==> src/sv/lgsp_pkg.sv <==
`timescale 1ns / 1ps
// Shared types and constants of the light gun sensor port.
package lgsp_pkg;

	localparam int PALETTE_ENTRIES_DEF = 64;

	localparam int TYPE_W   = 2;
	localparam int LINE_W   = 9;
	localparam int COL_W    = 8;
	localparam int COLOR_W  = 6;
	localparam int CYCLE_W  = 16;
	localparam int PTR_W    = 9;
	localparam int BYTE_W   = 8;
	localparam int BRIGHT_W = 10;
	localparam int WINDOW_W = 8;
	localparam int HOLD_W   = 3;
	localparam int TIME_W   = 17;
	localparam int THIRD_W  = 7;
	localparam int CFG_IDX_W = 2;

	typedef enum logic [TYPE_W-1:0] {
		REQ_PIXEL    = 2'd0,
		REQ_POINTER  = 2'd1,
		REQ_READ     = 2'd2,
		REQ_PAL_LOAD = 2'd3
	} req_type_t;

	localparam logic [CFG_IDX_W-1:0] CFG_THRESHOLD = 2'd0;
	localparam logic [CFG_IDX_W-1:0] CFG_WINDOW    = 2'd1;
	localparam logic [CFG_IDX_W-1:0] CFG_HOLD      = 2'd2;

	localparam logic [BRIGHT_W-1:0] THRESHOLD_RST = 10'd300;
	localparam logic [WINDOW_W-1:0] WINDOW_RST    = 8'd10;
	localparam logic [HOLD_W-1:0]   HOLD_RST      = 3'd5;

	localparam logic [PTR_W-1:0]  Y_OFF_SCREEN  = 9'd240;
	localparam logic [PTR_W-1:0]  ROW_REACH     = 9'd3;
	localparam logic [COL_W+1:0]  COL_LEFT      = 10'd4;
	localparam logic [COL_W+1:0]  COL_RIGHT     = 10'd3;
	localparam logic [TIME_W-1:0] FRAME_TIME    = 17'h10000;

	// x/3 for x below 256 as (x * 171) >> 9, exact over that range
	localparam logic [COL_W-1:0] DIV3_MUL   = 8'd171;
	localparam int               DIV3_SHIFT = 9;

	localparam int HOLD_BIT     = 4;
	localparam int NO_LIGHT_BIT = 3;

	typedef struct packed {
		logic [PTR_W-1:0] x;
		logic [PTR_W-1:0] y;
	} aim_t;

endpackage

==> src/sv/lgsp_req_if.sv <==
`timescale 1ns / 1ps
// Request channel of the light gun sensor port.
interface lgsp_req_if;
	logic                         valid;
	logic                         ready;
	logic [lgsp_pkg::TYPE_W-1:0]   req_type;
	logic [lgsp_pkg::LINE_W-1:0]   line_number;
	logic                         line_start;
	logic [lgsp_pkg::COL_W-1:0]    pixel_column;
	logic [lgsp_pkg::COLOR_W-1:0]  pixel_color;
	logic [lgsp_pkg::CYCLE_W-1:0]  cycle_time;
	logic [lgsp_pkg::PTR_W-1:0]    pointer_x;
	logic [lgsp_pkg::PTR_W-1:0]    pointer_y;
	logic                         trigger;
	logic                         port_select;
	logic [lgsp_pkg::BYTE_W-1:0]   port_value_in;
	logic [lgsp_pkg::BRIGHT_W-1:0] brightness_sum;

	modport source (
		output valid, req_type, line_number, line_start, pixel_column, pixel_color,
		output cycle_time, pointer_x, pointer_y, trigger, port_select, port_value_in,
		output brightness_sum,
		input ready
	);
	modport sink (
		input valid, req_type, line_number, line_start, pixel_column, pixel_color,
		input cycle_time, pointer_x, pointer_y, trigger, port_select, port_value_in,
		input brightness_sum,
		output ready
	);
endinterface

==> src/sv/lgsp_rsp_if.sv <==
`timescale 1ns / 1ps
// Response channel of the light gun sensor port.
interface lgsp_rsp_if;
	logic                       valid;
	logic                       ready;
	logic [lgsp_pkg::BYTE_W-1:0] read_data;

	modport source (output valid, read_data, input ready);
	modport sink (input valid, read_data, output ready);
endinterface

==> src/sv/light_gun_sensor_port.sv <==
`timescale 1ns / 1ps
// Top level of the light gun sensor port: staging, state, palette memory, port byte.
//
//  channel  | dir | handshake     | carries
//  ---------+-----+---------------+--------------------------------------------
//  req      | in  | valid/ready   | pixel, pointer update, port read, palette load
//  rsp      | out | valid/ready   | read_data, one per port read
//  cfg      | in  | cfg_wen       | threshold, light window, trigger hold
//
// A port read reaches the response through the stage 1 register, which holds the
// registered palette read, and then the output register that takes the judgement.
// A new request is accepted every cycle; the stage stalls only while a port
// read waits behind an unaccepted response. Reset clears control and aim state;
// the palette holds no reset and must be loaded before pixels index it.
module light_gun_sensor_port #(
	parameter int PALETTE_ENTRIES = lgsp_pkg::PALETTE_ENTRIES_DEF
) (
	input  logic                              clk,
	input  logic                              arst_n,
	lgsp_req_if.sink                          req,
	lgsp_rsp_if.source                        rsp,
	input  logic                              cfg_wen,
	input  logic [lgsp_pkg::CFG_IDX_W-1:0]    cfg_idx,
	input  logic [lgsp_pkg::BRIGHT_W-1:0]     cfg_data
);
	localparam int AW = (PALETTE_ENTRIES > 1) ? $clog2(PALETTE_ENTRIES) : 1;

	// configuration
	logic [lgsp_pkg::BRIGHT_W-1:0] threshold_q;
	logic [lgsp_pkg::WINDOW_W-1:0] window_q;
	logic [lgsp_pkg::HOLD_W-1:0]   hold_cfg_q;

	// palette
	logic [lgsp_pkg::BRIGHT_W-1:0] pal_mem [PALETTE_ENTRIES];
	logic [lgsp_pkg::PTR_W-1:0]    idx_ext;
	logic                          idx_ok;
	logic [AW-1:0]                 pal_addr;

	// stage 1
	logic                          v_s1;
	lgsp_pkg::req_type_t           type_s1;
	logic [lgsp_pkg::LINE_W-1:0]   line_s1;
	logic                          start_s1;
	logic [lgsp_pkg::COL_W-1:0]    col_s1;
	logic [lgsp_pkg::CYCLE_W-1:0]  t_s1;
	logic [lgsp_pkg::PTR_W-1:0]    px_s1;
	logic [lgsp_pkg::PTR_W-1:0]    py_s1;
	logic                          trig_s1;
	logic                          psel_s1;
	logic [lgsp_pkg::BYTE_W-1:0]   pval_s1;
	logic                          in_range_s1;
	logic [lgsp_pkg::BRIGHT_W-1:0] pal_rd_s1;

	// block state
	lgsp_pkg::aim_t                aim_q;
	logic [lgsp_pkg::THIRD_W-1:0]  aim_third_q;
	logic                          button_q;
	logic [lgsp_pkg::HOLD_W-1:0]   hold_q;
	logic [lgsp_pkg::TIME_W-1:0]   lt_q;
	logic [lgsp_pkg::TIME_W-1:0]   lt_prev_q;
	logic                          line_hit_q;

	// output register
	logic                          out_v_q;
	logic [lgsp_pkg::BYTE_W-1:0]   out_data_q;

	logic                          accept;
	logic                          adv;
	logic                          fire;
	logic                          lit;
	logic                          hit_eff;
	logic [lgsp_pkg::TIME_W-1:0]   lt_base;
	logic [2*lgsp_pkg::COL_W-1:0]  third_prod;
	logic [lgsp_pkg::HOLD_W-1:0]   hold_dec;
	logic                          in_cur;
	logic                          in_prev;
	logic [lgsp_pkg::BYTE_W-1:0]   read_byte;

	// ---------------- handshake ----------------
	assign adv       = !v_s1 || (type_s1 != lgsp_pkg::REQ_READ) || !out_v_q || rsp.ready;
	assign req.ready = adv;
	assign accept    = req.valid && adv;
	assign fire      = v_s1 && adv;

	assign rsp.valid     = out_v_q;
	assign rsp.read_data = out_data_q;

	// ---------------- configuration ----------------
	always_ff @(posedge clk or negedge arst_n) begin
		if (!arst_n) begin
			threshold_q <= lgsp_pkg::THRESHOLD_RST;
			window_q    <= lgsp_pkg::WINDOW_RST;
			hold_cfg_q  <= lgsp_pkg::HOLD_RST;
		end else if (cfg_wen) begin
			unique case (cfg_idx)
				lgsp_pkg::CFG_THRESHOLD: threshold_q <= cfg_data;
				lgsp_pkg::CFG_WINDOW:    window_q    <= cfg_data[lgsp_pkg::WINDOW_W-1:0];
				lgsp_pkg::CFG_HOLD:      hold_cfg_q  <= cfg_data[lgsp_pkg::HOLD_W-1:0];
				default: ;
			endcase
		end
	end

	// ---------------- palette memory ----------------
	assign idx_ext  = {{(lgsp_pkg::PTR_W-lgsp_pkg::COLOR_W){1'b0}}, req.pixel_color};
	assign idx_ok   = idx_ext < lgsp_pkg::PTR_W'(PALETTE_ENTRIES);
	assign pal_addr = idx_ext[AW-1:0];

	// loads write at acceptance, pixels read at acceptance: request order holds
	always_ff @(posedge clk) begin
		if (accept && req.req_type == lgsp_pkg::REQ_PAL_LOAD && idx_ok) begin
			pal_mem[pal_addr] <= req.brightness_sum;
		end
		if (accept) begin
			pal_rd_s1 <= pal_mem[pal_addr];
		end
	end

	// ---------------- stage 1 ----------------
	always_ff @(posedge clk or negedge arst_n) begin
		if (!arst_n) begin
			v_s1 <= 1'b0;
		end else if (adv) begin
			v_s1 <= req.valid;
		end
	end

	always_ff @(posedge clk) begin
		if (accept) begin
			type_s1     <= lgsp_pkg::req_type_t'(req.req_type);
			line_s1     <= req.line_number;
			start_s1    <= req.line_start;
			col_s1      <= req.pixel_column;
			t_s1        <= req.cycle_time;
			px_s1       <= req.pointer_x;
			py_s1       <= req.pointer_y;
			trig_s1     <= req.trigger;
			psel_s1     <= req.port_select;
			pval_s1     <= req.port_value_in;
			in_range_s1 <= idx_ok;
		end
	end

	lgsp_pixel_judge u_judge (
		.aim          (aim_q),
		.line_number  (line_s1),
		.pixel_column (col_s1),
		.brightness   (pal_rd_s1),
		.in_range     (in_range_s1),
		.threshold    (threshold_q),
		.lit          (lit)
	);

	// line start restarts the per-line record; line 0 parks the time past the frame
	assign hit_eff = start_s1 ? 1'b0 : line_hit_q;
	assign lt_base = (start_s1 && line_s1 == '0) ? lgsp_pkg::FRAME_TIME : lt_q;

	assign third_prod = px_s1[lgsp_pkg::COL_W-1:0] * lgsp_pkg::DIV3_MUL;
	assign hold_dec   = (hold_q != '0) ? hold_q - 1'b1 : hold_q;

	// ---------------- port byte ----------------
	always_comb begin
		in_cur  = ({1'b0, t_s1} >= lt_q) &&
		          ({2'b00, t_s1} <= {1'b0, lt_q} + {10'd0, window_q});
		in_prev = ({1'b0, t_s1} >= lt_prev_q) &&
		          ({2'b00, t_s1} <= {1'b0, lt_prev_q} + {10'd0, window_q});
		read_byte = pval_s1;
		if (psel_s1) begin
			read_byte[lgsp_pkg::HOLD_BIT]     = (hold_q != '0);
			read_byte[lgsp_pkg::NO_LIGHT_BIT] = !(in_cur || in_prev);
		end else begin
			read_byte[1] = pval_s1[0];
		end
	end

	// ---------------- state update ----------------
	always_ff @(posedge clk or negedge arst_n) begin
		if (!arst_n) begin
			aim_q       <= '0;
			aim_third_q <= '0;
			button_q    <= 1'b0;
			hold_q      <= '0;
			lt_q        <= '0;
			lt_prev_q   <= '0;
			line_hit_q  <= 1'b0;
		end else if (fire) begin
			case (type_s1)
				lgsp_pkg::REQ_PIXEL: begin
					if (start_s1) begin
						lt_prev_q <= lt_base;
					end
					// take only the first lit pixel of a line
					if (!hit_eff && lit) begin
						lt_q       <= {1'b0, t_s1} + {10'd0, aim_third_q};
						line_hit_q <= 1'b1;
					end else begin
						lt_q <= lt_base;
						if (start_s1) begin
							line_hit_q <= 1'b0;
						end
					end
				end
				lgsp_pkg::REQ_POINTER: begin
					hold_q      <= (trig_s1 && !button_q) ? hold_cfg_q : hold_dec;
					aim_q.x     <= px_s1;
					aim_q.y     <= py_s1;
					aim_third_q <= third_prod[lgsp_pkg::DIV3_SHIFT +: lgsp_pkg::THIRD_W];
					button_q    <= trig_s1;
					if (px_s1[lgsp_pkg::PTR_W-1] || py_s1 >= lgsp_pkg::Y_OFF_SCREEN) begin
						lt_q <= '0;
					end
				end
				default: ;
			endcase
		end
	end

	// ---------------- output register ----------------
	always_ff @(posedge clk or negedge arst_n) begin
		if (!arst_n) begin
			out_v_q <= 1'b0;
		end else if (fire && type_s1 == lgsp_pkg::REQ_READ) begin
			out_v_q <= 1'b1;
		end else if (rsp.ready) begin
			out_v_q <= 1'b0;
		end
	end

	always_ff @(posedge clk) begin
		if (fire && type_s1 == lgsp_pkg::REQ_READ) begin
			out_data_q <= read_byte;
		end
	end
endmodule

==> src/sv/lgsp_pixel_judge.sv <==
`timescale 1ns / 1ps
// Lit-pixel test: aim window around the pointer and palette brightness threshold.
module lgsp_pixel_judge (
	input  lgsp_pkg::aim_t                aim,
	input  logic [lgsp_pkg::LINE_W-1:0]   line_number,
	input  logic [lgsp_pkg::COL_W-1:0]    pixel_column,
	input  logic [lgsp_pkg::BRIGHT_W-1:0] brightness,
	input  logic                          in_range,
	input  logic [lgsp_pkg::BRIGHT_W-1:0] threshold,
	output logic                          lit
);
	logic [lgsp_pkg::PTR_W-1:0]   row_lo;
	logic [lgsp_pkg::PTR_W:0]     row_hi;
	logic [lgsp_pkg::COL_W+1:0]   col_ext;
	logic [lgsp_pkg::COL_W+1:0]   x_ext;
	logic [lgsp_pkg::BRIGHT_W-1:0] bright_eff;
	logic                         row_ok;
	logic                         col_ok;

	// clip the row window at zero
	assign row_lo = (aim.y >= lgsp_pkg::ROW_REACH) ? aim.y - lgsp_pkg::ROW_REACH : '0;
	assign row_hi = {1'b0, aim.y} + {1'b0, lgsp_pkg::ROW_REACH};
	assign row_ok = (line_number >= row_lo) && ({1'b0, line_number} <= row_hi);

	assign col_ext = {2'b00, pixel_column};
	assign x_ext   = {1'b0, aim.x};
	assign col_ok  = (col_ext + lgsp_pkg::COL_LEFT >= x_ext) &&
	                 (col_ext <= x_ext + lgsp_pkg::COL_RIGHT);

	assign bright_eff = in_range ? brightness : '0;

	assign lit = !aim.x[lgsp_pkg::PTR_W-1] && row_ok && col_ok && (bright_eff >= threshold);
endmodule

==> src/flat_wrapper.sv <==
// flat-port wrapper written by rule: the top's interface ports become plain ports
module light_gun_sensor_port_flat 
#(
	parameter int PALETTE_ENTRIES = lgsp_pkg::PALETTE_ENTRIES_DEF
)
  (clk, arst_n, cfg_wen, cfg_idx, cfg_data, req_valid, req_req_type, req_line_number, req_line_start, req_pixel_column, req_pixel_color, req_cycle_time, req_pointer_x, req_pointer_y, req_trigger, req_port_select, req_port_value_in, req_brightness_sum, req_ready, rsp_valid, rsp_read_data, rsp_ready);
  lgsp_req_if req_i ();
  lgsp_rsp_if rsp_i ();
  input  logic clk;
  input  logic arst_n;
  input  logic cfg_wen;
  input  logic [lgsp_pkg::CFG_IDX_W-1:0] cfg_idx;
  input  logic [lgsp_pkg::BRIGHT_W-1:0] cfg_data;
  input wire logic [$bits(req_i.valid)-1:0] req_valid;
  input wire logic [$bits(req_i.req_type)-1:0] req_req_type;
  input wire logic [$bits(req_i.line_number)-1:0] req_line_number;
  input wire logic [$bits(req_i.line_start)-1:0] req_line_start;
  input wire logic [$bits(req_i.pixel_column)-1:0] req_pixel_column;
  input wire logic [$bits(req_i.pixel_color)-1:0] req_pixel_color;
  input wire logic [$bits(req_i.cycle_time)-1:0] req_cycle_time;
  input wire logic [$bits(req_i.pointer_x)-1:0] req_pointer_x;
  input wire logic [$bits(req_i.pointer_y)-1:0] req_pointer_y;
  input wire logic [$bits(req_i.trigger)-1:0] req_trigger;
  input wire logic [$bits(req_i.port_select)-1:0] req_port_select;
  input wire logic [$bits(req_i.port_value_in)-1:0] req_port_value_in;
  input wire logic [$bits(req_i.brightness_sum)-1:0] req_brightness_sum;
  output wire logic [$bits(req_i.ready)-1:0] req_ready;
  output wire logic [$bits(rsp_i.valid)-1:0] rsp_valid;
  output wire logic [$bits(rsp_i.read_data)-1:0] rsp_read_data;
  input wire logic [$bits(rsp_i.ready)-1:0] rsp_ready;
  assign req_i.valid = req_valid;
  assign req_i.req_type = req_req_type;
  assign req_i.line_number = req_line_number;
  assign req_i.line_start = req_line_start;
  assign req_i.pixel_column = req_pixel_column;
  assign req_i.pixel_color = req_pixel_color;
  assign req_i.cycle_time = req_cycle_time;
  assign req_i.pointer_x = req_pointer_x;
  assign req_i.pointer_y = req_pointer_y;
  assign req_i.trigger = req_trigger;
  assign req_i.port_select = req_port_select;
  assign req_i.port_value_in = req_port_value_in;
  assign req_i.brightness_sum = req_brightness_sum;
  assign req_ready = req_i.ready;
  assign rsp_valid = rsp_i.valid;
  assign rsp_read_data = rsp_i.read_data;
  assign rsp_i.ready = rsp_ready;
  light_gun_sensor_port #(.PALETTE_ENTRIES(PALETTE_ENTRIES)) u_core (.clk(clk), .arst_n(arst_n), .req(req_i), .rsp(rsp_i), .cfg_wen(cfg_wen), .cfg_idx(cfg_idx), .cfg_data(cfg_data));
endmodule
==> config.mk <==
export PLATFORM = sky130hd
export DESIGN_NAME = light_gun_sensor_port_flat
export DESIGN_NICKNAME = d
export VERILOG_FILES = /design/src/sv/lgsp_pkg.sv /design/src/sv/lgsp_req_if.sv /design/src/sv/lgsp_rsp_if.sv /design/src/sv/light_gun_sensor_port.sv /design/src/sv/lgsp_pixel_judge.sv /design/src/flat_wrapper.sv
export SDC_FILE = /design/constraint.sdc
export NUM_CORES = 1
export LEC_CHECK = 0
export ABC_CLOCK_PERIOD_IN_PS = 16400
export BUFFER_PORTS_ARGS = -buffer_cell sky130_fd_sc_hd__buf_4
export CAP_MARGIN = 25
export CORE_ASPECT_RATIO = 1.5
export CORE_MARGIN = 2
export CORE_UTILIZATION = 53
export CTS_CLUSTER_SIZE = 14
export DETAILED_ROUTE_END_ITERATION = 16
export GPL_TIMING_DRIVEN = 0
export PLACE_DENSITY = 0.7
export SYNTH_ARGS = -nofsm -noshare
export SYNTH_HDL_FRONTEND = slang
export SYNTH_SLANG_ARGS = --single-unit
==> constraint.sdc <==
create_clock -name clk -period 16.4 [get_ports clk]
set_input_delay 2.46 -clock clk [delete_from_list [all_inputs] [get_ports clk]]
set_output_delay 2.46 -clock clk [all_outputs]
set_load 0.1 [all_outputs]
==> metrics, run 1 <==
Seq/Total Area, Yosys 69.2%; Crit Path Max Fanout 10; peak supply drop between 0.1 and 0.15 mV; Yosys reg bits roughly 800; standby leakage power 13.8 nW; root buffer cell clkbuf_16; routed len/inst a little over 30 um; Yosys cell types 65; Max clock buf depth 3; total setup buffers inserted after CTS 0; gr ovfl total 0; Clock Skews 0.0203 ns; First DRT Iteration DRCs around 3100; Final HPWL DP ~74000 um; first-pass GRT wire length between 150000 and 200000 um; fill cell instance count of the final layout 4859; initial core utilization 53.5%; total of buffers placed on input and output ports between 100 and 150; Sink Count just over 800; Total Die Area ~67000 um^2; initial antenna violation count 3; dominant register cell in the synthesized netlist edfxtp_1; total I/O pin count 107; source of the worst hold timing path u_core.pval_s1[7]$_DFFE_PP_; DRC violations left 0; count of cells resized by post-cts repair 0; number of slew-limit violations in the final report 0; power share of the sequential group about half; Max-cap violations 0; internal power between 3 and 4 mW; count of flip-flops with a built-in enable after synthesis a little over 700; width of the chip between 200 and 250 um; beginning of the critical path req_pixel_color[1]; post-route fraction of the period consumed by the critical path about two fifths; Warnings, synthesis 0; RSZ-0062 raised after global routing no; overall die height between 300 and 400 um; reported net switching power about 1.1 mW; Least-Margin Pin Slew about 1.2 ns; setup violators final 0; sort of element at the end of the critical path register; post-route antenna net violation count 0; gate count after technology mapping ~2300; most frequent standard cell in the layout excluding fill and tap cells edfxtp_1; switching share of power 24.8%; Placeable Area 64500 um^2; relative slew slack between 20% and 30%; Synth async-reset ratio around 11%; sum of negative setup slack 0 ns; final critical-path required period between 6 and 7 ns; count of hold buffers inserted by post-cts repair 0; setup slack on the worst flop-to-flop path roughly 12 ns; number of endpoints with negative hold slack in the final report 0; origin of the critical flop-to-flop path u_core.window_q[0]$_DFFE_PN0P_; Syn Nets ~2600; kind of start point of the critical path input pin; worst hold slack between 0.4 and 0.5 ns; Crit path arrival time 6.84 ns; depth of the CTS H-tree 3; proportion of power drawn by the clock network 36.7%; pin count of the biggest net entering global routing 65; Vias 22900; endpoint required time on the critical path around 17 ns; Area Growth Syn to Fin 14.7%; maximum operating frequency ~0.15 GHz; Mapped Area 34500 um^2; commonest non-fill, non-tap cells in the layout 722 x edfxtp_1, 186 x a22oi_1, 179 x ha_1; Detailed Route WL between 100000 and 150000 um; Layout Nets around 2900; cell row count between 100 and 150; weighted congestion reported at the end of routability-driven placement between 0.9 and 1; drt pass-1 iters 7; average instance area after synthesis about 15 um^2; result of the run completed; power density over the cells roughly 120 nW/um^2; fraction of layout instances using a drive strength above 1 13.0%; type of the worst setup path in2reg; worst hold-check path type reg2reg; clock latency on the worst-skew pair roughly 0.64 ns; clock tree from TritonCTS done; number of vias per cell 6.54; vias in the first global route 22700; combinational group share of total power roughly an eighth; overall fraction of global-route tracks in use between 30% and 40%; number of CTS-inserted buffers 75; clock-pin slew of the registers on the worst-case setup and hold paths 0.06 ns
[cell type report]
type	count	area [um^2]	share of cell area [%]
antenna	1	2.50	0.00632
clock inverter	33	290	0.734
multi-input combinational	1294	9810	24.8
sequential	809	23900	60.3
buffer	104	414	1.05
timing repair buffer	184	1680	4.23
tap	870	1090	2.75
inverter	113	424	1.07
clock buffer	93	2000	5.05
[power by group through the flow]
stage               logic, mW  registers [mW]  clock network (mW)
floorplan               0.355            2.37                   0
global route            0.630            2.35                1.77
CTS                     0.568            2.34                1.69
finish                  0.572            2.34                1.69
detailed placement      0.563            2.39                   0
global placement        0.531            2.39                   0
[worst paths after layout]
| check | depth (start not counted) | endpoint |
|---|---|---|
| worst max-delay path | 7 | u_core.pal_mem[50][4]$_DFFE_PP_ |
| worst min-delay path | 0 | u_core.rsp.read_data[7]$_DFFE_PP_ |
| worst max register to register | 18 | u_core.rsp.read_data[3]$_DFFE_PP_ |
| worst min register to register | 0 | u_core.rsp.read_data[7]$_DFFE_PP_ |
| max in group asynchronous | 2 | u_core.window_q[3]$_DFFE_PN1P_ |
| min in group asynchronous | 1 | u_core.aim_q[0]$_DFFE_PN0P_ |
[Yosys cell counts, types with 40 or more instances]
cell type	number	area (um^2)
edfxtp_1	722	21700
xnor2_1	40	350
a31oi_1	71	444
a21oi_1	70	350
a221oi_1	70	613
o21ai_0	59	295
clkbuf_1	74	278
a22oi_1	186	1400
nand2_1	96	360
nor2_1	115	432
a22o_1	68	596
inv_1	113	424
ha_1	179	2240
dfrtp_1	79	1980
[worst max-delay path, stage by stage]
cell and delay [ns]:
buf_2 0.16, nor3b_2 0.48, buf_6 0.25, clkbuf_1 0.80, buf_1 0.94, nand2_1 0.70, nor2_1 1.01
[registers in the layout (all words and copies together), names as in the netlist, 7 cells and up]
signal,flops
u_core.lt_q,17
u_core.pal_rd_s1,10
u_core.pval_s1,8
u_core.col_s1,8
u_core.aim_third_q,7
u_core.t_s1,16
u_core.line_s1,9
u_core.px_s1,9
u_core.pal_mem,640
u_core.threshold_q,10
u_core.window_q,8
u_core.rsp.read_data,8
u_core.py_s1,9
u_core.lt_prev_q,17
u_core.aim_q,18
[cells by family after synthesis]
| family | share of synthesized area, % |
|---|---|
| muxes | 1.00 |
| xor gates and xnor gates | 1.65 |
| adders and majority gates | 7.36 |
| and+or+nand+nor | 5.33 |
| DFF | 69.2 |
| buffers and inverters | 2.43 |
| AOI/OAI and AO/OA | 13.1 |
[metrics by stage]
step	cell area, um^2	total power [mW]	util (%)	instances	setup WS (ns)
global placement	36400	2.92	56.4	3293	5.70
floorplan	34500	2.73	-	2320	8.70
finish	39600	4.60	61.4	3501	9.80
detailed placement	37000	2.95	57.4	3345	9.37
CTS	39300	4.60	61.0	3471	10.03
global route	39600	4.75	61.4	3500	9.94
[layer usage]
| layer | up-vias | GRT usage (%) | wire length [um] | part of all wire, % |
|---|---|---|---|---|
| met1 | 11300 | 34.3 | 34100 | 32 |
| met3 | 441 | 7.14 | 10600 | 9.9 |
| li1 | 9683 | - | - | - |
| met2 | 1498 | 54.1 | 52000 | 49 |
| met5 | - | 0 | 8 | 0.0075 |
| met4 | 2 | 26.7 | 10400 | 9.7 |
Power figures use the tool's default switching activity.
==> run 2, diff against run 1 <==
--- a/config.mk
+++ b/config.mk
@@ -5,7 +5,7 @@
 export SDC_FILE = /design/constraint.sdc
 export NUM_CORES = 1
 export LEC_CHECK = 0
-export ABC_CLOCK_PERIOD_IN_PS = 16400
+export ABC_CLOCK_PERIOD_IN_PS = 5550
 export BUFFER_PORTS_ARGS = -buffer_cell sky130_fd_sc_hd__buf_4
 export CAP_MARGIN = 25
 export CORE_ASPECT_RATIO = 1.5
@@ -14,7 +14,7 @@
 export CTS_CLUSTER_SIZE = 14
 export DETAILED_ROUTE_END_ITERATION = 16
 export GPL_TIMING_DRIVEN = 0
-export PLACE_DENSITY = 0.7
+export PLACE_DENSITY = 0.72
 export SYNTH_ARGS = -nofsm -noshare
 export SYNTH_HDL_FRONTEND = slang
 export SYNTH_SLANG_ARGS = --single-unit
==> constraint.sdc (replaced) <==
create_clock -name clk -period 5.55 [get_ports clk]
set_input_delay 0.8325 -clock clk [delete_from_list [all_inputs] [get_ports clk]]
set_output_delay 0.8325 -clock clk [all_outputs]
set_load 0.1 [all_outputs]
==> metrics, run 2 (same netlist as run 1, synthesis figures left out) <==
overall die height 316 um (unchanged); worst path buffer plus inverter count 3 (was 4); Crit Path Max Fanout 10 (unchanged); pin count of the biggest net entering global routing 72 (was 65); clock-pin slew of the registers on the worst-case setup and hold paths 0.06 ns (about the same); Detailed Route WL 108000 um (was 107000 um); routed len/inst 30.8 um (was 30.6 um); Least-Margin Pin Slew 1.23 ns (was 1.20 ns); root buffer cell clkbuf_16 (unchanged); final critical-path required period 5.15 ns; max FFs per register 640 (unchanged); total setup buffers inserted after CTS 0 (unchanged); drt pass-1 iters 6 (was 7); endpoint required time on the critical path 5.81 ns (was 16.64 ns); Total Die Area 67200 um^2 (unchanged); setup violators final 0 (unchanged); cell family with most CP delay simple AND/OR/NAND/NOR gates (unchanged); critical path, cell by cell buf_2, nand2_1, nor2_1, clkbuf_1, clkbuf_1, nand2_1, nor2_1 (was buf_2, nor3b_2, buf_6, clkbuf_1, buf_1, nand2_1, nor2_1); power density over the cells 350 nW/um^2 (was 116 nW/um^2); total of buffers placed on input and output ports 103 (unchanged); weighted congestion reported at the end of routability-driven placement 0.982 (was 0.972); critical path's slowest cell nor2_1 (unchanged); depth of the CTS H-tree 3 (unchanged); DRC violations left 0 (unchanged); combinational group share of total power 12.2% (was 12.4%); overall fraction of global-route tracks in use 32.2% (was 32.0%); Final HPWL DP 74100 um (was 74500 um); type of the worst setup path in2reg (unchanged); number of slew-limit violations in the final report 0 (unchanged); result of the run completed (unchanged); standby leakage power 13.9 nW (was 13.8 nW); Clock Skews 0.0242 ns (was 0.0203 ns); internal power 10.4 mW (was 3.46 mW); worst hold-check path type in2async (was reg2reg); kind of start point of the critical path input pin (unchanged); Layout Nets 2872 (unchanged); power share of the sequential group 49.8% (was 50.9%); Inserted Diodes 0 (was 1); Vias 23200 (was 22900); maximum operating frequency ~0.19 GHz; Placeable Area 64500 um^2 (unchanged); sort of element at the end of the critical path register (unchanged); peak supply drop 0.359 mV (was 0.133 mV); Max clock buf depth 3 (unchanged); post-route antenna net violation count 0 (unchanged); clock latency on the worst-skew pair 0.66 ns (was 0.64 ns); total I/O pin count 107 (unchanged); number of vias per cell 6.61 (was 6.54); Crit path arrival time 5.41 ns (was 6.84 ns); Sink Count 809 (unchanged); Area Growth Syn to Fin 15.0% (was 14.7%); number of endpoints with negative hold slack in the final report 0 (unchanged); fraction of layout instances using a drive strength above 1 13.2% (was 13.0%); initial core utilization 53.5% (unchanged); initial antenna violation count 0 (was 3); fill cell instance count of the final layout 4725 (was 4859); width of the chip 212 um (unchanged); first-pass GRT wire length 152000 um (was 151000 um); First DRT Iteration DRCs 3271 (was 3115); post-route fraction of the period consumed by the critical path between 90% and 100%; vias in the first global route 23100 (was 22700); cell row count 114 (unchanged); commonest non-fill, non-tap cells in the layout 722 x edfxtp_1, 186 x a22oi_1, 179 x ha_1 (unchanged); reported net switching power 3.51 mW (was 1.14 mW); count of hold buffers inserted by post-cts repair 0 (unchanged); clock tree from TritonCTS done (unchanged); final setup margin 0.395 ns (was 9.80 ns); Max-cap violations 0 (unchanged); gr ovfl total 0 (unchanged); relative slew slack 17.8% (was 20.2%); RSZ-0062 raised after global routing no (unchanged); worst slack, placed -0.204 ns (was 9.37 ns); proportion of power drawn by the clock network 37.9% (was 36.7%); largest reg by FF count u_core.pal_mem (unchanged); biggest registers after layout u_core.pal_mem x640, u_core.aim_q x18 (unchanged); most frequent standard cell in the layout excluding fill and tap cells edfxtp_1 (unchanged); Post-Route Utilization 61.6% (was 61.4%); count of cells resized by post-cts repair 0 (unchanged); switching share of power 25.2% (was 24.8%); crit-path max cell delay 1.04 ns (was 1.01 ns); number of CTS-inserted buffers 76 (was 75)
## run 2: per-layer routing
layer | share of wire, % | GRT usage [%] | up-vias
met3 | 9.8 | 5.72 | 474
met1 | 32 | 35.2 | 11400
li1 | - | - | 9694
met4 | 9.3 | 25.9 | 0
met2 | 49 | 55.0 | 1653
met5 | 0 | 0 | -
## run 2: worst paths after layout
path	from	endpoint	slack (ns)	cells after the start
worst max-delay path	req_pixel_color[0]	u_core.pal_mem[19][0]$_DFFE_PP_	0.40	7
worst min-delay path	arst_n	u_core.aim_q[16]$_DFFE_PN0P_	0.08	1
worst max register to register	u_core.px_s1[2]$_DFFE_PP_	u_core.aim_third_q[6]$_DFFE_PN0P_	1.09	15
worst min register to register	u_core.pval_s1[2]$_DFFE_PP_	u_core.rsp.read_data[2]$_DFFE_PP_	0.42	0
max in group asynchronous	arst_n	u_core.window_q[3]$_DFFE_PN1P_	4.78	2
min in group clk	req_cycle_time[15]	u_core.t_s1[15]$_DFFE_PP_	0.37	1
## run 2: final cells by class
| type | count | area, um^2 | share of cell area, % |
|---|---|---|---|
| Sequential cell | 809 | 23900 | 60.1 |
| Multi-Input combinational cell | 1294 | 9810 | 24.7 |
| Clock buffer | 91 | 1980 | 4.99 |
| Timing Repair Buffer | 183 | 1630 | 4.11 |
| Tap cell | 870 | 1090 | 2.74 |
| Clock inverter | 40 | 474 | 1.19 |
| Inverter | 113 | 424 | 1.07 |
| Buffer | 104 | 414 | 1.04 |
## run 2: power groups by stage
stage | Clock [mW] | Sequential, mW | Combinational (mW)
after floorplan | 0 | 7.01 | 1.05
after global placement | 0 | 7.05 | 1.56
after detailed placement | 0 | 7.05 | 1.66
after CTS | 5.29 | 6.93 | 1.67
after global routing | 5.53 | 6.94 | 1.87
final | 5.27 | 6.93 | 1.70
## run 2: through the flow
| step | instances | cell area, um^2 | setup TNS, ns | power, mW | hold slack [ns] |
|---|---|---|---|---|---|
| 2_1_floorplan | 2320 | 34500 | 0 | 8.06 | 0.400 |
| 3_3_place_gp | 3293 | 36400 | -646.61 | 8.61 | 0.403 |
| 3_5_place_dp | 3334 | 36900 | -6.94 | 8.71 | 0.416 |
| 4_1_cts | 3465 | 39400 | 0 | 13.9 | 0.0629 |
| 5_1_grt | 3504 | 39700 | 0 | 14.3 | 0.0808 |
| 6_report | 3504 | 39700 | 0 | 13.9 | 0.0812 |
